File: src/hdl/psa_pkg.sv
// psa_pkg: shared types, fixed-point constants and helpers for the pixel
// saturation adjust block. No dependencies.
package psa_pkg;

    localparam int FracBits  = 18;
    localparam int FracW     = FracBits + 1;
    localparam int FxOne     = 2 ** FracBits;
    localparam int FxHalf    = FxOne / 2;
    localparam int FxThird   = FxOne / 3;
    localparam int FxTwoThrd = (2 * FxOne) / 3;

    // one quotient bit per divider stage
    localparam int DivSteps  = FracW;

    localparam int GainMax   = 240;
    localparam int GainShift = 4;           // 240 = 16 * 15

    // floor(x / 6) = (x * Recip6) >> Recip6Shift for x < 2^21
    localparam int HMagW       = FracW + 2;
    localparam int Recip6W     = 22;
    localparam int Recip6      = 2796203;
    localparam int Recip6Shift = 24;

    // floor(y / 15) = (y * Recip15) >> Recip15Shift for y < 2^22
    localparam int SatGW        = FracW + 8;
    localparam int YW           = SatGW - GainShift;
    localparam int Recip15W     = 23;
    localparam int Recip15      = 4473925;
    localparam int Recip15Shift = 26;

    localparam logic [1:0] HueBaseRed   = 2'd0;
    localparam logic [1:0] HueBaseGreen = 2'd1;
    localparam logic [1:0] HueBaseBlue  = 2'd2;

    typedef logic [FracW-1:0]    t_frac;
    typedef logic [FracBits-1:0] t_rem;

    typedef struct packed {
        t_frac      lum;
        logic       neg;
        logic [1:0] base;
    } t_side;

    typedef struct packed {
        logic [7:0] red;
        logic [7:0] green;
        logic [7:0] blue;
    } t_pix;

    // floor(c * 2^18 / 255) = c * 1028 + floor(4c / 255)
    function automatic t_frac chan_to_frac(logic [7:0] c);
        t_frac base;
        t_frac corr;
        base = t_frac'({c, 10'b0}) + t_frac'({c, 2'b0});
        corr = t_frac'(c >= 8'd64) + t_frac'(c >= 8'd128) + t_frac'(c >= 8'd192)
             + t_frac'(c == 8'd255);
        return base + corr;
    endfunction

endpackage

File: src/hdl/psa_div.sv
// psa_div: two lockstep restoring dividers, x * 2^18 / d, one quotient bit
// per register stage. Depends on psa_pkg.
module psa_div import psa_pkg::*; (
    input  logic  i_clk,
    input  logic  i_rst_n,
    input  logic  i_en,
    input  logic  i_valid,
    input  t_frac i_sat_x,
    input  t_frac i_sat_d,
    input  t_frac i_hue_x,
    input  t_frac i_hue_d,
    input  t_side i_side,
    output logic  o_valid,
    output t_frac o_sat,
    output t_frac o_hue,
    output t_side o_side
);

    typedef struct packed {
        t_rem  rem;
        t_frac quot;
        t_frac dvs;
    } t_lane;

    function automatic t_lane div_step(t_lane l, logic b);
        t_lane       s;
        logic [FracW-1:0] trial;
        trial = {l.rem, b};
        s     = l;
        if (trial >= l.dvs) begin
            s.rem  = t_rem'(trial - l.dvs);
            s.quot = {l.quot[FracW-2:0], 1'b1};
        end else begin
            s.rem  = trial[FracBits-1:0];
            s.quot = {l.quot[FracW-2:0], 1'b0};
        end
        return s;
    endfunction

    logic [DivSteps-1:0] r_vld;
    t_lane r_sat  [DivSteps];
    t_lane r_hue  [DivSteps];
    t_side r_side [DivSteps];
    t_lane n_sat  [DivSteps];
    t_lane n_hue  [DivSteps];

    // the dividend's low 18 bits are zero: seed with x >> 1, shift in x[0]
    always_comb begin
        n_sat[0] = div_step('{rem: i_sat_x[FracW-1:1], quot: '0, dvs: i_sat_d}, i_sat_x[0]);
        n_hue[0] = div_step('{rem: i_hue_x[FracW-1:1], quot: '0, dvs: i_hue_d}, i_hue_x[0]);
        for (int k = 1; k < DivSteps; k++) begin
            n_sat[k] = div_step(r_sat[k-1], 1'b0);
            n_hue[k] = div_step(r_hue[k-1], 1'b0);
        end
    end

    always_ff @(posedge i_clk) begin
        if (!i_rst_n) begin
            r_vld <= '0;
        end else if (i_en) begin
            r_vld <= {r_vld[DivSteps-2:0], i_valid};
        end
    end

    always_ff @(posedge i_clk) begin
        if (i_en) begin
            r_side[0] <= i_side;
            for (int k = 0; k < DivSteps; k++) begin
                r_sat[k] <= n_sat[k];
                r_hue[k] <= n_hue[k];
            end
            for (int k = 1; k < DivSteps; k++) begin
                r_side[k] <= r_side[k-1];
            end
        end
    end

    assign o_valid = r_vld[DivSteps-1];
    assign o_sat   = r_sat[DivSteps-1].quot;
    assign o_hue   = r_hue[DivSteps-1].quot;
    assign o_side  = r_side[DivSteps-1];

endmodule

File: config.mk
export PLATFORM = sky130hd
export DESIGN_NAME = psa_div
export DESIGN_NICKNAME = d
export VERILOG_FILES = /design/src/hdl/psa_pkg.sv /design/src/hdl/psa_div.sv
export SDC_FILE = /design/constraint.sdc
export NUM_CORES = 2
export LEC_CHECK = 0
export BUFFER_PORTS_ARGS = -buffer_cell sky130_fd_sc_hd__buf_2
export CORE_UTILIZATION = 38
export CTS_BUF_LIST = sky130_fd_sc_hd__clkbuf_4
export CTS_CLUSTER_DIAMETER = 50
export DETAILED_ROUTE_END_ITERATION = 16
export SLEW_MARGIN = 20
export SYNTH_ARGS = -nofsm -noshare
export SYNTH_HDL_FRONTEND = slang
export SYNTH_SLANG_ARGS = --single-unit
File: constraint.sdc
create_clock -name i_clk -period 4.1 [get_ports i_clk]
set_input_delay 0.205 -clock i_clk [delete_from_list [all_inputs] [get_ports i_clk]]
set_output_delay 0.205 -clock i_clk [all_outputs]
set_load 0.01 [all_outputs]
* Word-level counts from Yosys, hierarchy flattened *
Memory sizes are Yosys's and may differ from the RTL's.
Cells that the tools add are included.

storage, ports and cells
  bits of input ports = 102
  memories = 3
  bits in latches = 0
  bits in read-only memories = 0
  output and inout bits = 61
  register bits = 19
  logic and storage cells = 120
  bits in writable memories = 2546

memory list
  name    words  width  read ports  clocked after memory_dff  wr ports  line           RTL
  r_hue   19     56     19          0                         19        psa_div.sv:42  t_lane r_hue [DivSteps];
  r_sat   19     56     19          0                         19        psa_div.sv:41  t_lane r_sat [DivSteps];
  r_side  19     22     19          0                         19        psa_div.sv:43  t_side r_side [DivSteps];

operators by class
  multiply operators = 0
  multiplexer cells = 40
  eq/ne operators = 0
  shift operators = 0
  $add $sub $neg = 38
  reductions and logical operators = 0
  magnitude comparators = 38
  divide/modulo/power cells = 0
  bitwise logic cells = 0

operators by type and width
  kind              count
  $mux W37          38
  $ge A19 B19 Y1    38
  $sub A18 B18 Y18  38
  $mux W1           2

* Depth between registers and ports, before layout *
  word-level depth = 2
  mapped depth = 14
  gate-level depth less buffers = 13

* Worst setup path after synthesis *
No wires, ideal clock.

  path type = register -> register
  from = memory r_hue[7][38] (netlist bit)
  to = memory r_hue[8][47] (netlist bit), data pin
  data arrival time = 2911 ps
  period minus slack after synthesis = 3171 ps
  library setup time = 260 ps
  cell stages (with the launch flop) = 11
  slack = 929 ps
  path buffers = 1
  data required time = 3840 ps
  cells stage by stage = edfxtp_1 ha_1 nor2b_1 o31ai_1 a21oi_1 a21oi_1 o221ai_2 o21a_2 a2111oi_4 buf_8 mux2_4

RTL lines
  item         line
  from (decl)  psa_div.sv:42

==> impl_results.md <==
- Port bufs: 162
- CP Launch Type: input port
- TritonCTS Buffers: around 590
- CTS tree: built
- Max incr delay on CP: around 0.57 ns
- DR pass1 iterations: 6
- Peak supply drop: around 0.00029 V
- Number of global-route vias before repair: around 66000
- RSZ-0062 raised after global routing: false
- Initial Util: 38.4%
- Io pins: ~160
- Clock Latency Late Sink: roughly 1.5 ns
- Share of layout cells above drive strength 1: between 10% and 20%
- Post-DP Area: 110000 um^2
- Post-synthesis cell area: about 100000 um^2
- Final min period: 4.11 ns
- Comb pwr share: a little under two fifths
- Power density over the cells: slightly below 700 nW/um^2
- Crit-path cells: dlygate4sd3_1 -> dlygate4sd3_1 -> buf_2 -> dlygate4sd3_1 -> inv_1 -> ha_1 -> a211oi_1 -> o21bai_1 -> a21o_1 -> a21oi_1 -> o211ai_1 -> a21oi_2 -> o21a_4 -> buf_12 -> nand2_1 -> dlygate4sd3_1 -> o21ai_0 -> dlygate4sd3_1
- Fillers: 24300
- DRT antenna net count: 0
- Largest net degree at the start of global routing: 147
- Die area: approximately 280000 um^2
- Worst rel slew slack: about a third
- Cell-internal power: 54.1 mW
- Synth Warn #: 0
- CTS Sinks: 2149
- Flop pwr share: about 40%
- Die Width: 526 um
- Clock tree buffer depth: 4
- Core ar.: 272000 um^2
- Reg2reg path depth: 11
- Most common cell after layout, fill and taps aside: edfxtp_1
- CP Capture Type: flop
- Max Freq: between 200 and 250 MHz
- H-tree Lvls: 6
- Setup tns final: -0.0137 ns
- Total Wirelength: between 150000 and 200000 um
- Die Y: approximately 530 um
- Clock Skew: between 0.07 and 0.08 ns
- Post-Synth Adder-Cell Area: 9.34%
- Worst Path Required: between 5 and 6 ns
- Delay-heaviest family, CP: buffers and inverters
- Post-synthesis sequential area ratio: ~60%
- Final hold vios: 0
- Most frequent cells in the layout: edfxtp_1, inv_1, clkbuf_4, ha_1, a21oi_1
- Crit Reg-Reg Endpoint: r_hue[3][41]
- Synth Area in Compound Gates: between 10% and 20%
- Slowest CP cell: dlygate4sd3_1
- Synthesized net count: between 8000 and 9000
- Worst Path Class, Setup: input port to flop
- Hold depth: 7
- Worst slew pin tran: 0.983 ns
- Layout area overhead: 16.0%
- CTS root buffer: clkbuf_4
- Hold path endpoint: r_sat[0][19]
- DRT iter0 DRCs: roughly 3300
- Largest family of logic cells by synthesized area: compound AO/OA/AOI/OAI gates
- Slew Viols, Final: 0
- DRC Markers: 0
- Clk pwr share: a little under a quarter
- Crit path top cell by count: dlygate4sd3_1
- Switch share: 33.4%
- Ys flop type: edfxtp_1
- Worst min-delay path class: input port to flop
- Initial antenna violation count: 6
- Final HPWL DP: 132000 um
- Reg clk slew, reported paths: 0.06 ns
- FF-to-FF Start: r_hue[2][1]
- First-pass GRT wire length: around 310000 um
- GRT Total Usage: approximately 14%
- Drt wl/cell: ~15 um
- Post-Syn Area per Cell: about 13 um^2
- Reg2reg setup slack: 0.55 ns
- Post-synth EDFFs: between 2000 and 2500
- Reported net switching power: between 20 and 30 mW
- Yosys reg bits: approximately 2100
- FFs w/ async S/R, synth: 0%
- Final net count: 9909
- Unique masters post-synth: 85
- Hold Path Origin: i_sat_x[1]
- # Max-Cap Violations: 0
- Post-synthesis mux area share: between 3 and 4%
- Post-Synth XOR/XNOR Area: 4.26%
- Final setup fails: 2
- Vias: ~64000
- RD Place Congestion: a little over 0.9
- Period utilization: 100%
- Crit path max fanout: 20
- LEAKAGE: about 49 nW
- Final Cell Area: between 100000 and 150000 um^2
- CP bufs+invs: 8
- Number of cell rows: between 150 and 200
- Status: finished with violations
- Post-route setup slack: -0.00702 ns
- Synth Instances: between 7000 and 8000
- Overflow left after global routing: 0
- Simple-gate share of the synthesized area: just over 7%
- Routed vias/inst: 4.89
- CP arrival: 5.27 ns
- Violated checks: negative setup slack
[registers in the layout, indices dropped and copies added, names as in the netlist]
name	count
r_vld	19
r_sat	856
r_hue	856
r_side	418
[per-stage QoR]
step / power [mW] / setup WS, ns / util (%) / std cells / hold slack (ns)
final: 81.3 / -0.00702 / 44.5 / 13100 / 0.288
after global routing: 87.2 / 0.00869 / 44.5 / 13000 / 0.119
after CTS: 82.3 / 0.0227 / 44.5 / 13000 / 0.0915
after detailed placement: 62.2 / 0.596 / 40.5 / 11700 / 0.384
after global placement: 61.4 / 0.574 / 40.5 / 11700 / 0.383
after floorplan: 55.1 / 0.929 / - / 7991 / 0.304
[worst register-to-register path: cells and delay by family, from the launching register on]
kind / cells / cell delay (ns)
AOI/OAI and AO/OA: 6 / 1.68
adders and majority gates: 1 / 0.30
buffers and inverters: 2 / 0.36
DFF: 1 / 0.38
muxes: 1 / 0.39
and+or+nand+nor: 1 / 0.18
[final cells by class]
class / count / area (um^2) / share of cell area [%]
sequential: 2149 / 64300 / 53.2
multi-input combinational: 4874 / 36300 / 30.0
clock buffer: 823 / 6180 / 5.11
timing repair buffer: 589 / 5120 / 4.24
tap: 3570 / 4470 / 3.69
inverter: 849 / 3190 / 2.64
clock inverter: 186 / 1280 / 1.06
antenna: 11 / 27.5 / 0.0228
[how the worst max path moves through the flow]
stage                 start       endpoint  depth (start not counted)
2_1_floorplan  r_hue[7][38]   r_hue[8][47]                         10
3_3_place_gp    r_hue[6][0]   r_hue[7][54]                         11
3_5_place_dp   r_hue[13][1]  r_hue[14][54]                         11
4_1_cts          i_sat_d[8]   r_sat[0][52]                         18
5_1_grt          i_sat_d[8]   r_sat[0][50]                         18
6_report         i_sat_d[8]   r_sat[0][50]                         18
[cells in the mapped netlist, types with 41 or more instances]
cell type  instances  share of area, %
a211oi_1          45              0.32
a21o_1           209               1.5
a21oi_1          653               3.1
a31oi_1           60              0.36
and2_1            41              0.25
clkbuf_1          86              0.31
edfxtp_1        2130                61
ha_1             720               8.6
inv_1            849               3.1
mux2_2           315               3.4
nand2_1          318               1.1
nand2b_1          45              0.27
nand3_1          125              0.60
nand4_1           95              0.57
nor2_1           576               2.1
nor2b_1          106              0.64
nor3_1           124              0.60
o21a_1            73              0.53
o21ai_0          269               1.3
o21bai_1          51              0.37
xnor2_1          281               2.4
xor2_1           226               1.9
[repair_timing]
| action | CTS | global route |
|---|---|---|
| endpoints found under the hold margin | 2247 | 1 |
| buffers inserted | 0 | 1 |
| hold buffers | 318 | 1 |
| setup endpoints to repair | 0 | 18 |
| resized for setup | 0 | 4 |
[power groups by stage]
stage	combinational [mW]	clock (mW)	sequential (mW)
6_report	30.2	19.0	32.2
5_1_grt	33.5	21.0	32.6
4_1_cts	30.1	20.0	32.2
3_5_place_dp	29.6	0	32.6
3_3_place_gp	28.8	0	32.6
2_1_floorplan	23.3	0	31.8
[kinds of logic (layout without fill, tap and decap cells)]
group	after synthesis	count (layout)
other cells	0	11
simple gates	1576	1576
mux	359	359
flops	2149	2149
fa+ha+maj	756	756
compound gates	1676	1676
xor+xnor	507	507
buf+inv	968	2447
[metal layers]
| metal | GRT usage [%] | vias up | share of wire (%) |
|---|---|---|---|
| met1 | 14.6 | 29800 | 41 |
| met2 | 24.3 | 1439 | 50 |
| met5 | 0 | - | 0.0047 |
| met3 | 2.87 | 621 | 4.2 |
| met4 | 7.73 | 2 | 4.8 |
| li1 | - | 32000 | - |
No activity file was read; power rests on OpenSTA's default activity.
