--- config.mk ---
export PLATFORM = sky130hd
export DESIGN_NAME = psa_front
export DESIGN_NICKNAME = d
export VERILOG_FILES = /design/src/hdl/psa_pkg.sv /design/src/hdl/psa_front.sv
export SDC_FILE = /design/constraint.sdc
export NUM_CORES = 1
export LEC_CHECK = 0
export ABC_CLOCK_PERIOD_IN_PS = 10740
export BUFFER_PORTS_ARGS = -buffer_cell sky130_fd_sc_hd__buf_2
export CAP_MARGIN = 20
export CORE_MARGIN = 2
export CORE_UTILIZATION = 66
export DETAILED_ROUTE_END_ITERATION = 6
export PLACE_DENSITY = 0.86
export SETUP_SLACK_MARGIN = 0.02
export SLEW_MARGIN = 20
export SYNTH_ARGS = -nofsm -noshare
export SYNTH_HDL_FRONTEND = slang
export SYNTH_SLANG_ARGS = --single-unit
--- constraint.sdc ---
create_clock -name i_clk -period 10.74 [get_ports i_clk]
set_clock_uncertainty 0.05 [all_clocks]
set_input_delay 1.611 -clock i_clk [delete_from_list [all_inputs] [get_ports i_clk]]
set_output_delay 1.611 -clock i_clk [all_outputs]
set_load 0.1 [all_outputs]
--- src/hdl/psa_pkg.sv ---
// psa_pkg: shared types, fixed-point constants and helpers for the pixel
// saturation adjust block. No dependencies.
package psa_pkg;

    localparam int FracBits  = 18;
    localparam int FracW     = FracBits + 1;
    localparam int FxOne     = 2 ** FracBits;
    localparam int FxHalf    = FxOne / 2;
    localparam int FxThird   = FxOne / 3;
    localparam int FxTwoThrd = (2 * FxOne) / 3;

    // one quotient bit per divider stage
    localparam int DivSteps  = FracW;

    localparam int GainMax   = 240;
    localparam int GainShift = 4;           // 240 = 16 * 15

    // floor(x / 6) = (x * Recip6) >> Recip6Shift for x < 2^21
    localparam int HMagW       = FracW + 2;
    localparam int Recip6W     = 22;
    localparam int Recip6      = 2796203;
    localparam int Recip6Shift = 24;

    // floor(y / 15) = (y * Recip15) >> Recip15Shift for y < 2^22
    localparam int SatGW        = FracW + 8;
    localparam int YW           = SatGW - GainShift;
    localparam int Recip15W     = 23;
    localparam int Recip15      = 4473925;
    localparam int Recip15Shift = 26;

    localparam logic [1:0] HueBaseRed   = 2'd0;
    localparam logic [1:0] HueBaseGreen = 2'd1;
    localparam logic [1:0] HueBaseBlue  = 2'd2;

    typedef logic [FracW-1:0]    t_frac;
    typedef logic [FracBits-1:0] t_rem;

    typedef struct packed {
        t_frac      lum;
        logic       neg;
        logic [1:0] base;
    } t_side;

    typedef struct packed {
        logic [7:0] red;
        logic [7:0] green;
        logic [7:0] blue;
    } t_pix;

    // floor(c * 2^18 / 255) = c * 1028 + floor(4c / 255)
    function automatic t_frac chan_to_frac(logic [7:0] c);
        t_frac base;
        t_frac corr;
        base = t_frac'({c, 10'b0}) + t_frac'({c, 2'b0});
        corr = t_frac'(c >= 8'd64) + t_frac'(c >= 8'd128) + t_frac'(c >= 8'd192)
             + t_frac'(c == 8'd255);
        return base + corr;
    endfunction

endpackage

--- src/hdl/psa_front.sv ---
// psa_front: channel to fraction, max/min, lightness and divider operands.
// Three register stages. Depends on psa_pkg.
module psa_front import psa_pkg::*; (
    input  logic       i_clk,
    input  logic       i_rst_n,
    input  logic       i_en,
    input  logic       i_valid,
    input  logic [7:0] i_red,
    input  logic [7:0] i_green,
    input  logic [7:0] i_blue,
    output logic       o_valid,
    output t_frac      o_sat_x,
    output t_frac      o_sat_d,
    output t_frac      o_hue_x,
    output t_frac      o_hue_d,
    output t_side      o_side
);

    logic  r_v0, r_v1, r_v2;
    t_frac r_r0, r_g0, r_b0;
    t_frac r_r1, r_g1, r_b1, r_max1, r_min1;
    logic  r_redmax1, r_grnmax1;
    t_frac r_sat_x, r_sat_d, r_hue_x, r_hue_d;
    t_side r_side;

    t_frac       n_max, n_min;
    logic [FracW:0] sum;
    t_frac       delta, den, hue_a, hue_b;
    logic        gray;
    t_side       n_side;

    always_comb begin
        n_max = r_r0;
        if (r_g0 > n_max) n_max = r_g0;
        if (r_b0 > n_max) n_max = r_b0;
        n_min = r_r0;
        if (r_g0 < n_min) n_min = r_g0;
        if (r_b0 < n_min) n_min = r_b0;
    end

    always_comb begin
        sum   = {1'b0, r_max1} + {1'b0, r_min1};
        delta = r_max1 - r_min1;
        gray  = (r_max1 == r_min1);
        if (sum < (FracW+1)'(FxOne)) begin
            den = sum[FracW-1:0];
        end else begin
            den = t_frac'((FracW+1)'(2 * FxOne) - sum);
        end
        n_side.lum = sum[FracW:1];
        priority if (r_redmax1) begin
            n_side.base = HueBaseRed;
            hue_a = r_g1;
            hue_b = r_b1;
        end else if (r_grnmax1) begin
            n_side.base = HueBaseGreen;
            hue_a = r_b1;
            hue_b = r_r1;
        end else begin
            n_side.base = HueBaseBlue;
            hue_a = r_r1;
            hue_b = r_g1;
        end
        n_side.neg = (hue_a < hue_b);
    end

    always_ff @(posedge i_clk) begin
        if (!i_rst_n) begin
            r_v0 <= 1'b0;
            r_v1 <= 1'b0;
            r_v2 <= 1'b0;
        end else if (i_en) begin
            r_v0 <= i_valid;
            r_v1 <= r_v0;
            r_v2 <= r_v1;
        end
    end

    always_ff @(posedge i_clk) begin
        if (i_en) begin
            r_r0      <= chan_to_frac(i_red);
            r_g0      <= chan_to_frac(i_green);
            r_b0      <= chan_to_frac(i_blue);
            r_r1      <= r_r0;
            r_g1      <= r_g0;
            r_b1      <= r_b0;
            r_max1    <= n_max;
            r_min1    <= n_min;
            r_redmax1 <= (r_r0 == n_max);
            r_grnmax1 <= (r_g0 == n_max);
            // gray: zero dividends, unit divisors
            r_sat_x   <= delta;
            r_sat_d   <= gray ? t_frac'(1) : den;
            r_hue_x   <= n_side.neg ? hue_b - hue_a : hue_a - hue_b;
            r_hue_d   <= gray ? t_frac'(1) : delta;
            r_side    <= n_side;
        end
    end

    assign o_valid = r_v2;
    assign o_sat_x = r_sat_x;
    assign o_sat_d = r_sat_d;
    assign o_hue_x = r_hue_x;
    assign o_hue_d = r_hue_d;
    assign o_side  = r_side;

endmodule

# Yosys cells after proc, flatten, opt, wreduce, memory -nomap -nowiden
# Index checks and enable logic that the tools add are counted.
[totals]
out_inout_bits = 99
register_bits = 255
[op_classes]
mux = 11
n_addsub = 20
eq_ne = 6
magnitude_cmp = 15
[ops]
columns = ["cell", "count"]
rows = [
  ["$mux W19", 10],
  ["$add A18 B10 Y19", 3],
  ["$add A19 B4 Y19", 3],
  ["$eq A19 B19 Y1", 3],
  ["$lt A19 B19 Y1", 3],
  ["$sub A19 B19 Y19", 3],
  ["$ge A8 B8 Y1 const B", 6],
  ["$gt A19 B19 Y1", 2],
  ["$eq A8 B8 Y1 const B", 3],
  ["$ge A8 B7 Y1 const B", 3],
  ["$add A19 B19 Y20", 1],
  ["$lt A20 B19 Y1 const B", 1],
  ["$sub A1 B19 Y19 const A", 1],
  ["$add A3 B1 Y4", 3],
  ["$add A2 B1 Y3", 3],
  ["$add A1 B1 Y2", 3],
  ["$mux W2", 1],
]

# Depth between registers and ports, before layout
# Gate-level depths: netlist of the first run.
[depth]
ltp_word = 5
depth_mapped = 23
ltp_nobuf = 20

# Least setup slack after synthesis of the first run
# Ideal clock, no wire load.
[synth_path]
kind = "register to register"
from = "register r_r0[13]"
to = "register r_min1[10], data pin"
path_buffers = 4
path_slack_ns = 5.567
arrival_ns = 4.858
stages_incl_launch_ff = 22
synth_period_minus_slack_ns = 5.173
required_time_ns = 10.425
cell_sequence = "edfxtp_1 -> inv_1 -> ha_1 -> and3_1 -> a221oi_1 -> o21ai_0 -> a211oi_1 -> clkbuf_1 -> clkbuf_1 -> a21oi_1 -> ha_1 -> a21o_1 -> a21o_1 -> a21o_1 -> a21o_1 -> a21o_1 -> a21o_1 -> a221o_1 -> a31oi_1 -> buf_2 -> buf_2 -> mux2i_1"
[synth_between]
elab_chain_len = 4
[synth_rtl]
columns = ["element", "line", "source"]
rows = [
  ["start: declaration", "psa_front.sv:20", "t_frac r_r0, r_g0, r_b0;"],
  ["start signal: assignment", "psa_front.sv:81", "r_r0 <= chan_to_frac(i_red);"],
  ["$lt A19 B19 Y1", "psa_front.sv:37", "if (r_g0 < n_min) n_min = r_g0;"],
  ["$mux W19 (*)", "psa_front.sv:37", ""],
  ["$lt A19 B19 Y1", "psa_front.sv:38", "if (r_b0 < n_min) n_min = r_b0;"],
  ["$mux W19 (*)", "psa_front.sv:38", ""],
  ["named net n_min[10]", "psa_front.sv:26", "t_frac n_max, n_min;"],
  ["end signal: assignment", "psa_front.sv:88", "r_min1 <= n_min;"],
  ["end: declaration", "psa_front.sv:21", "t_frac r_r1, r_g1, r_b1, r_max1, r_min1;"],
]
# The timed path passes the listed nets; every way through them passes the cells marked *.
# A chain may end at the register's enable or synchronous reset.

# Final worst setup path of the first run
[layout_path]
from = "register r_g0[14]"
to = "register r_grnmax1, data pin"
[layout_between]
elab_chain_len = 5
[layout_rtl]
columns = ["element", "line", "source"]
rows = [
  ["start: declaration", "psa_front.sv:20", ""],
  ["start signal: assignment", "psa_front.sv:82", "r_g0 <= chan_to_frac(i_green);"],
  ["$gt A19 B19 Y1", "psa_front.sv:34", "if (r_g0 > n_max) n_max = r_g0;"],
  ["$mux W19", "psa_front.sv:34", ""],
  ["$gt A19 B19 Y1", "psa_front.sv:35", "if (r_b0 > n_max) n_max = r_b0;"],
  ["$mux W19", "psa_front.sv:35", ""],
  ["$eq A19 B19 Y1 (*)", "psa_front.sv:90", "r_grnmax1 <= (r_g0 == n_max);"],
  ["end signal: assignment", "psa_front.sv:90", ""],
  ["end: declaration", "psa_front.sv:22", "logic r_redmax1, r_grnmax1;"],
]
# Mark *: on every way between the ends. The rest lies on a longest branch, timed or not.

==> run metrics, run 1 <==
row count between 50 and 60; First DRT Iteration DRCs roughly 1600; NumNets Final 1894; amount of wire on met2 after detailed routing around 20 mm; Static Leak a little under 8 nW; number of standard cells in the final layout excluding fillers about 2100; postcts setup bufs 0; design area about 19000 um^2; Final min period 6680 ps; slew at the pin closest to its max-slew limit 1110 ps; number of library cell types mapped by synthesis 68; number of cells after detailed placement about 2000; post-synthesis net count about 1800; number of input and output port buffers inserted 126; fillers 1770; uppermost metal layer occupied by signal nets met4; clock tree root driver cell sky130_fd_sc_hd__clkbuf_16; floorplan die width 164 um; maximum VDD drop ~280 uV; kind of end point of the critical path flip-flop; Antenna Nets Post-Route 0; Die ar. 26900 um^2; Yosys reg bits approximately 250; synthesis-to-finish area growth 10.6%; area inside the core boundary roughly 25000 um^2; total placed instance area approximately 18000 um^2; # Max-Cap Violations 0; top cells by instance count after synthesis 251 x sky130_fd_sc_hd__edfxtp_1, 140 x sky130_fd_sc_hd__ha_1, 139 x sky130_fd_sc_hd__inv_1; CTS tree built; hold buffer count at CTS 0; CTS Buf Count 27; synth warn 0; fraction of synthesized cell area taken by the top area cell type 0.446; via count of the first global-routing pass 12500; routed wire length on met3 4.02 mm; weighted congestion reported at the end of routability-driven placement between 0.9 and 1; data arrival at the endpoint of the critical path 6930 ps; antenna violations before repair 0; largest net degree at the start of global routing 93; aggregate global-route resource usage 0.336; number of flip-flops under the largest register name 22; clock transition time at the flip-flop clock pins of the worst setup and hold paths roughly 70 ps; sinks on the clock net about 250; Max Root-Sink Buffers 3; number of pins exceeding their max-slew limit in the final report 0; global-route wire length before repair 69.0 mm; part of the Yosys area used for sequential elements 0.450; Period Utilization, post-route 0.622; main area contributors after synthesis sky130_fd_sc_hd__edfxtp_1 45%, sky130_fd_sc_hd__ha_1 10%, sky130_fd_sc_hd__mux2i_1 5.5%, sky130_fd_sc_hd__xnor2_1 3.7%, sky130_fd_sc_hd__a21oi_1 3.3%; Boundary Pins ~130; post-synthesis async set-or-reset flop share 0; routed length per instance around 22 um; via count of the routed design 13100; Setup Viol. Count Final 0; outcome complete, no violations; sort of element at the start of the critical path flip-flop; final routed DRC violation total 0; power density over the cells around 280 nW/um^2; cell count after synthesis 1618; ant diodes 0; remaining global-route overflow 0; total wirelength of the detailed-routed design ~45 mm; initial core utilization 0.671; setup repair after global routing missed its margin no; highest attainable clock frequency roughly 150 MHz; count of instances resized after the clock tree is built 0; number of levels the H-tree was split into 1; detailed placer's ending HPWL 34.1 mm; CP required 10990 ps; Top FF cell, synth sky130_fd_sc_hd__edfxtp_1; 1st-pass router iterations 6; setup TNS after final layout 0 ps; Hold/Removal Path Class flip-flop to flip-flop; Overall Power between 5 and 6 mW; number of enable-type register cells in the synthesized netlist 251; top fanout value on the critical path between 40 and 50; cell taking the most area after synthesis sky130_fd_sc_hd__edfxtp_1; drt via density approximately 6.3; Avg Cell Area, Syn roughly 10 um^2; layout cell share with drive strength beyond 1 0.116; Fin. Hold Viols 0; summed instance area of the synthesized netlist 16900 um^2; met1 WL roughly 19 mm; later-pin clock latency in the skew report around 550 ps; Slew HR 0.250; Critical Setup Path Class flip-flop to flip-flop; count leader, synth sky130_fd_sc_hd__edfxtp_1; die height approximately 160 um
## kinds of logic after synthesis
| family | after synthesis | synth area share |
|---|---|---|
| AO/OA/AOI/OAI | 362 | 0.144 |
| buffers and inverters | 200 | 0.0467 |
| flip-flops | 254 | 0.450 |
| multiplexers | 95 | 0.0565 |
| adder cells (fa/ha/maj) | 144 | 0.108 |
| AND/OR/NAND/NOR | 451 | 0.136 |
| XOR/XNOR | 112 | 0.0581 |
## cell type report
type | count | area, um^2 | share of cell area
timing repair buffer | 136 | 719 | 0.0385
inverter | 139 | 522 | 0.0279
clock buffer | 33 | 698 | 0.0374
tap | 330 | 413 | 0.0221
multi-input combinational | 1164 | 8550 | 0.457
clock inverter | 16 | 188 | 0.0100
sequential | 254 | 7600 | 0.407
## final timing paths
check / start / endpoint / slack (ps) / depth (start not counted)
worst max-delay path: r_g0[14]$_DFFE_PP_ / r_grnmax1$_DFFE_PP_ / 4060 / 18
worst min-delay path: r_v0$_SDFFE_PN0P_ / r_v0$_SDFFE_PN0P_ / 470 / 2
worst max register to register: r_g0[14]$_DFFE_PP_ / r_grnmax1$_DFFE_PP_ / 4060 / 18
worst min register to register: r_v0$_SDFFE_PN0P_ / r_v0$_SDFFE_PN0P_ / 470 / 2
## per-layer routing
layer,vias to the layer above,global-route usage
met3,100,0.0556
met4,0,0.116
met5,-,0
li1,6092,-
met1,6255,0.472
met2,692,0.531
## cells in the final DEF, fill, tap and decap left out, types with 41 or more instances in the layout
master / count
sky130_fd_sc_hd__edfxtp_1: 251
sky130_fd_sc_hd__nor2b_1: 44
sky130_fd_sc_hd__mux2i_1: 92
sky130_fd_sc_hd__nor2_1: 110
sky130_fd_sc_hd__a21oi_1: 111
sky130_fd_sc_hd__buf_2: 125
sky130_fd_sc_hd__o21ai_0: 49
sky130_fd_sc_hd__o21a_1: 50
sky130_fd_sc_hd__xnor2_1: 71
sky130_fd_sc_hd__xor2_1: 41
sky130_fd_sc_hd__a21o_1: 48
sky130_fd_sc_hd__nand2_1: 84
sky130_fd_sc_hd__inv_1: 139
sky130_fd_sc_hd__ha_1: 140
## worst max-delay path, cell delays in order (launching register included)
cell and delay, ps:
sky130_fd_sc_hd__edfxtp_1 550, sky130_fd_sc_hd__ha_1 370, sky130_fd_sc_hd__and3_1 170, sky130_fd_sc_hd__a221oi_1 90
sky130_fd_sc_hd__o21ai_0 670, sky130_fd_sc_hd__a211oi_4 50, sky130_fd_sc_hd__a21oi_2 690, sky130_fd_sc_hd__buf_4 370
sky130_fd_sc_hd__mux2i_1 380, sky130_fd_sc_hd__ha_1 320, sky130_fd_sc_hd__a21o_1 180, sky130_fd_sc_hd__a21oi_1 140
sky130_fd_sc_hd__nor2b_1 60, sky130_fd_sc_hd__o31ai_1 320, sky130_fd_sc_hd__nor3b_1 590, sky130_fd_sc_hd__or2_2 790
sky130_fd_sc_hd__o21ai_0 280, sky130_fd_sc_hd__a21o_1 240, sky130_fd_sc_hd__o2111a_1 110
## metrics by stage
step / hold slack [ps] / util / setup WS, ps
6_report: 470 / 0.742 / 4060
5_1_grt: 475 / 0.742 / 3770
4_1_cts: 468 / 0.742 / 4280
3_5_place_dp: 455 / 0.707 / 4330
3_3_place_gp: 424 / 0.707 / 4540
2_1_floorplan: 402 / - / 5570
## power by group
group	total (mW)	leakage (nW)	internal, mW	switching [mW]
sequential	1.51	2.48	1.40	0.110
clock	0.952	0.427	0.558	0.395
combinational	2.68	5.02	0.674	2.01
total	5.14	7.93	2.63	2.51
(Power assumes the default switching activity.)
==> inputs of run 2 (changes only) <==
- ABC_CLOCK_PERIOD_IN_PS: 10740 -> 5500
- CORE_UTILIZATION: 66 -> 56
- PLACE_DENSITY: 0.86 -> 0.78
- clock period: 10.74 -> 5.5 ns (I/O delays scaled with it)
==> run 2 against run 1 <==
Against the previous run:
- sequential power up 96%
- register-to-register slack worse by 3700 ps
- combinational power increased by 96%
- total power rose by 95%
- clock power up 93%
- clock-buffer cell count did not move
- via count fell by 1.4%
- non-clock buffer count grew 21
- cell area grew 1.5%
- flip-flop and latch count is the same
- hold slack worse by 8.7 ps
- critical path depth rose by 3
==> run metrics, run 2 (same netlist as run 1, synthesis figures left out) <==
Antenna Nets Post-Route 0; Critical Setup Path Class flip-flop to flip-flop; weighted congestion reported at the end of routability-driven placement between 0.9 and 1; drt via density between 6 and 7; total placed instance area 18100 um^2; number of flip-flops under the largest register name 22; highest attainable clock frequency slightly below 200 MHz; Setup Viol. Count Final 0; clock tree root driver cell sky130_fd_sc_hd__clkbuf_16; worst-case register-to-register setup slack approximately 370 ps; row count 63; final routed DRC violation total 0; area inside the core boundary between 20000 and 30000 um^2; most frequent cells in the layout 251 x sky130_fd_sc_hd__edfxtp_1, 140 x sky130_fd_sc_hd__ha_1, 139 x sky130_fd_sc_hd__inv_1; ant diodes 0; switching power ~5 mW; CP required around 5900 ps; Slew HR 0.336; maximum VDD drop 297 uV; launch point of the worst hold path i_rst_n; count of instances resized after the clock tree is built 0; clock transition time at the flip-flop clock pins of the worst setup and hold paths around 70 ps; Die ar. 31600 um^2; number of input and output port buffers inserted about 130; total wirelength of the detailed-routed design between 40 and 50 mm; 1st-pass router iterations 5; fillers roughly 2400; most common cell after layout, fill and taps aside sky130_fd_sc_hd__edfxtp_1; number of pins exceeding their max-slew limit in the final report 0; kind of end point of the critical path flip-flop; setup TNS after final layout 0 ps; # Max-Cap Violations 0; power density over the cells between 500 and 600 nW/um^2; sinks on the clock net between 200 and 300; portion of total power attributed to the clock network 0.184; CTS Buf Count 27; setup repair after global routing missed its margin no; Final min period 5130 ps; hold buffer count at CTS 0; slew at the pin closest to its max-slew limit between 900 and 1000 ps; First DRT Iteration DRCs roughly 1200; routed length per instance slightly above 20 um; via count of the routed design between 10000 and 15000; largest net degree at the start of global routing ~110; Period Utilization, post-route 0.933; initial core utilization 0.570; Hold/Removal Path Class input pin to flip-flop; antenna violations before repair 0; Static Leak 8.05 nW; Hold Crit Depth 2; CTS tree built; worst r2r path cells 21; combinational group share of total power 0.522; number of levels the H-tree was split into 1; synthesis-to-finish area growth 12.3%; end point of the most critical hold path r_v0$_SDFFE_PN0P_; data arrival at the endpoint of the critical path 5480 ps; postcts setup bufs 0; top fanout value on the critical path 40; outcome complete, no violations; layout cell share with drive strength beyond 1 0.125; design area between 15000 and 20000 um^2; Max Root-Sink Buffers 3; floorplan die width 178 um; remaining global-route overflow 0; r2r endpoint r_min1[8]$_DFFE_PP_; global-route wire length before repair 68.8 mm; Boundary Pins 127; later-pin clock latency in the skew report about 560 ps; sort of element at the start of the critical path flip-flop; NumNets Final 1915; via count of the first global-routing pass ~12000; Internal between 5 and 6 mW; register share of total power 0.294; aggregate global-route resource usage 0.284; launch instance of the worst register-to-register path r_r0[13]$_DFFE_PP_; Fin. Hold Viols 0; die height around 180 um; switch share 0.485; detailed placer's ending HPWL between 30 and 40 mm
-- run 2: how the worst max path moves through the flow --
stage	startpoint	to	slack (ps)	cells after the start
3_5_place_dp	r_r0[13]$_DFFE_PP_	r_min1[8]$_DFFE_PP_	440	21
5_1_grt	r_r0[13]$_DFFE_PP_	r_redmax1$_DFFE_PP_	110	20
6_report	r_r0[13]$_DFFE_PP_	r_min1[8]$_DFFE_PP_	370	21
3_3_place_gp	r_r0[13]$_DFFE_PP_	r_min1[10]$_DFFE_PP_	520	21
4_1_cts	r_r0[13]$_DFFE_PP_	r_min1[1]$_DFFE_PP_	420	21
2_1_floorplan	r_r0[13]$_DFFE_PP_	r_min1[10]$_DFFE_PP_	330	21
-- run 2: area by class of cell --
cell class,count,area [um^2],area share
multi-input cells,1164,8550,0.451
flip-flops and latches,254,7600,0.401
well taps,390,488,0.0257
repair buffers,157,923,0.0487
clock inverters,16,185,0.00977
inverters,139,522,0.0275
clock buffers,33,698,0.0368
-- run 2: per-layer routing --
layer	GRT usage	share of wire	vias to the layer above
li1	-	-	6139
met1	0.408	0.45	6211
met2	0.450	0.45	511
met3	0.0281	0.063	92
met4	0.0984	0.037	0
met5	0	0	-
-- run 2: critical path, stage by stage (launching register included) --
cell and delay, ps:
sky130_fd_sc_hd__edfxtp_1 510, sky130_fd_sc_hd__inv_1 170, sky130_fd_sc_hd__ha_1 340, sky130_fd_sc_hd__and3_1 190, sky130_fd_sc_hd__a221oi_1 300, sky130_fd_sc_hd__o21ai_0 130
sky130_fd_sc_hd__buf_4 170, sky130_fd_sc_hd__a211oi_4 230, sky130_fd_sc_hd__buf_12 260, sky130_fd_sc_hd__nor2_1 70, sky130_fd_sc_hd__a21oi_1 200, sky130_fd_sc_hd__ha_1 290
sky130_fd_sc_hd__a21o_1 190, sky130_fd_sc_hd__a21o_1 170, sky130_fd_sc_hd__a21o_1 170, sky130_fd_sc_hd__a21o_1 170, sky130_fd_sc_hd__a21o_1 170, sky130_fd_sc_hd__a21o_1 170
sky130_fd_sc_hd__a221o_1 350, sky130_fd_sc_hd__a31oi_2 240, sky130_fd_sc_hd__buf_12 210, sky130_fd_sc_hd__mux2i_1 230
-- run 2: stage by stage --
step / utilization / hold slack, ps / std cells / worst slack (ps) / power (mW)
floorplan: - / 402 / 1618 / 327 / 7.16
global placement: 0.610 / 446 / 2104 / 522 / 8.07
detailed placement: 0.610 / 459 / 2104 / 437 / 8.17
CTS: 0.640 / 445 / 2153 / 419 / 10.0
global route: 0.640 / 480 / 2153 / 108 / 10.5
finish: 0.640 / 461 / 2153 / 367 / 10.0
-- run 2: power by group through the flow --
| stage | Combinational [mW] | Sequential [mW] | Clock [mW] |
|---|---|---|---|
| CTS | 5.21 | 2.96 | 1.87 |
| finish | 5.24 | 2.96 | 1.84 |
| global placement | 5.10 | 2.97 | 0 |
| detailed placement | 5.18 | 2.99 | 0 |
| global route | 5.58 | 2.99 | 1.93 |
| floorplan | 2.15 | 5.01 | 0 |
==> inputs of run 3 (changes only) <==
- CORE_ASPECT_RATIO: unset -> 1.1
==> run 3 against run 2 <==
Against the previous run:
- critical path depth unchanged
- total power down 1.4%
- sequential power barely moved
- utilization down 0.12 points
- final cell count down 0.46%
- die area barely moved
- flip-flop and latch count is the same
- non-clock buffer count grew 8
- sequential share of layout area is 0.066 points higher
- clock-buffer cell count fell by 3
- combinational power about the same
- highest routed layer unchanged
==> run metrics, run 3 (same netlist as run 1, synthesis figures left out) <==
outcome complete, no violations; CTS tree built; drt via density approximately 6.0; later-pin clock latency in the skew report between 500 and 600 ps; number of pins exceeding their max-slew limit in the final report 0; data arrival at the endpoint of the critical path approximately 5300 ps; sinks on the clock net ~250; total wirelength of the detailed-routed design around 45 mm; number of flip-flops under the largest register name 22; clock transition time at the flip-flop clock pins of the worst setup and hold paths roughly 60 ps; weighted congestion reported at the end of routability-driven placement around 1; via count of the routed design about 13000; Setup Viol. Count Final 0; Period Utilization, post-route 0.924; NumNets Final 1922; Fin. Hold Viols 0; highest attainable clock frequency 197 MHz; area inside the core boundary between 20000 and 30000 um^2; Max Root-Sink Buffers 3; Static Leak a little over 8 nW; most common cell after layout, fill and taps aside sky130_fd_sc_hd__edfxtp_1; sort of element at the start of the critical path flip-flop; clock tree root driver cell sky130_fd_sc_hd__clkbuf_16; via count of the first global-routing pass 12300; launch point of the worst path r_r0[9]$_DFFE_PP_; synthesis-to-finish area growth 12.1%; Antenna Nets Post-Route 0; # Max-Cap Violations 0; final routed DRC violation total 0; top fanout value on the critical path 20; maximum VDD drop between 300 and 400 uV; launch instance of the worst register-to-register path r_r0[9]$_DFFE_PP_; number of input and output port buffers inserted between 100 and 150; launch point of the worst hold path i_rst_n; Hold/Removal Path Class input pin to flip-flop; remaining global-route overflow 0; 1st-pass router iterations 5; layout cell share with drive strength beyond 1 0.129; First DRT Iteration DRCs roughly 1100; setup TNS after final layout 0 ps; hold buffer count at CTS 0; number of levels the H-tree was split into 1; most frequent cells in the layout 251 x sky130_fd_sc_hd__edfxtp_1, 140 x sky130_fd_sc_hd__ha_1, 139 x sky130_fd_sc_hd__inv_1; slew at the pin closest to its max-slew limit roughly 1100 ps; CTS Buf Count 26; initial core utilization 0.570; setup repair after global routing missed its margin no; Slew HR 0.280; Boundary Pins 127; Final min period ~5000 ps; kind of end point of the critical path flip-flop; sequential cell area in the final layout 7600 um^2; global-route wire length before repair roughly 70 mm; detailed placer's ending HPWL approximately 35 mm; CP required about 5800 ps; row count 66; routed length per instance about 21 um; area taken by multi-input logic gates between 8000 and 9000 um^2; final design utilization 0.639; aggregate global-route resource usage 0.290; die height ~190 um; ant diodes 0; Critical Setup Path Class flip-flop to flip-flop; floorplan die width approximately 170 um; fillers about 2400; largest net degree at the start of global routing around 140; antenna violations before repair 0; Die ar. about 32000 um^2; power density over the cells approximately 520 nW/um^2
==> run 3: cell types whose count changed in the layout (fill, tap and decap cells not counted), sizes merged <==
cell	change
clkinv	+3
buf	+8
clkbuf	-3
bufinv	-2
==> run 3: routing by layer <==
metal | global-route usage | wire [um] | vias up
li1 | - | - | 6138
met1 | 0.390 | 19500 | 6059
met2 | 0.477 | 20800 | 476
met3 | 0.0345 | 2760 | 86
met4 | 0.128 | 2020 | 0
met5 | 0 | 0 | -
==> run 3: what timing repair did <==
action	in CTS	in global routing
gates resized for setup	0	2
buffers inserted	0	1
hold endpoints to repair	0	0
setup endpoints to repair	0	19
==> run 3: layout make-up <==
class                   count  area share
well taps                 374      0.0247
flip-flops and latches    254       0.401
inverters                 139      0.0276
multi-input cells        1164       0.451
clock inverters            17     0.00793
repair buffers            165      0.0519
clock buffers              30      0.0352
==> run 3: per-stage QoR <==
stage               std cells  power [mW]  hold WS [ps]  setup WS [ps]  area (um^2)
floorplan                1618        7.16           402            327        16900
global placement         2094        8.09           448            449        18100
detailed placement       2094        8.17           459            305        18100
CTS                      2141        9.91           431            293        18900
global route             2143        10.4           461           89.4        18900
finish                   2143        9.90           451            419        18900
==> run 3: worst paths after layout <==
| path | to | slack, ps | depth (start not counted) |
|---|---|---|---|
| setup / recovery | r_grnmax1$_DFFE_PP_ | 420 | 21 |
| hold reg to reg | r_v0$_SDFFE_PN0P_ | 480 | 2 |
| setup reg to reg | r_grnmax1$_DFFE_PP_ | 420 | 21 |
| hold / removal | r_v0$_SDFFE_PN0P_ | 450 | 2 |
==> run 3: worst max-delay path, cell delays in order, from the launching register on <==
cell and delay (ps):
sky130_fd_sc_hd__edfxtp_1 430, sky130_fd_sc_hd__inv_1 110, sky130_fd_sc_hd__ha_1 320, sky130_fd_sc_hd__nand3_1 150
sky130_fd_sc_hd__nor3_1 210, sky130_fd_sc_hd__nand2_1 90, sky130_fd_sc_hd__o211ai_1 320, sky130_fd_sc_hd__a211oi_4 130
sky130_fd_sc_hd__buf_4 160, sky130_fd_sc_hd__a21oi_2 180, sky130_fd_sc_hd__buf_12 210, sky130_fd_sc_hd__mux2i_1 330
sky130_fd_sc_hd__ha_1 320, sky130_fd_sc_hd__a21o_1 190, sky130_fd_sc_hd__a21o_1 180, sky130_fd_sc_hd__a21oi_1 160
sky130_fd_sc_hd__o21ai_0 110, sky130_fd_sc_hd__nor3b_1 270, sky130_fd_sc_hd__or2_2 390, sky130_fd_sc_hd__o21ai_0 180
sky130_fd_sc_hd__a21o_1 210, sky130_fd_sc_hd__o2111a_1 120
==> run 3: power breakdown <==
group	switching (mW)	internal (mW)	leakage, nW
Clock	0.756	0.963	0.392
Combinational	3.88	1.35	5.18
Sequential	0.211	2.73	2.48
Total	4.85	5.05	8.05
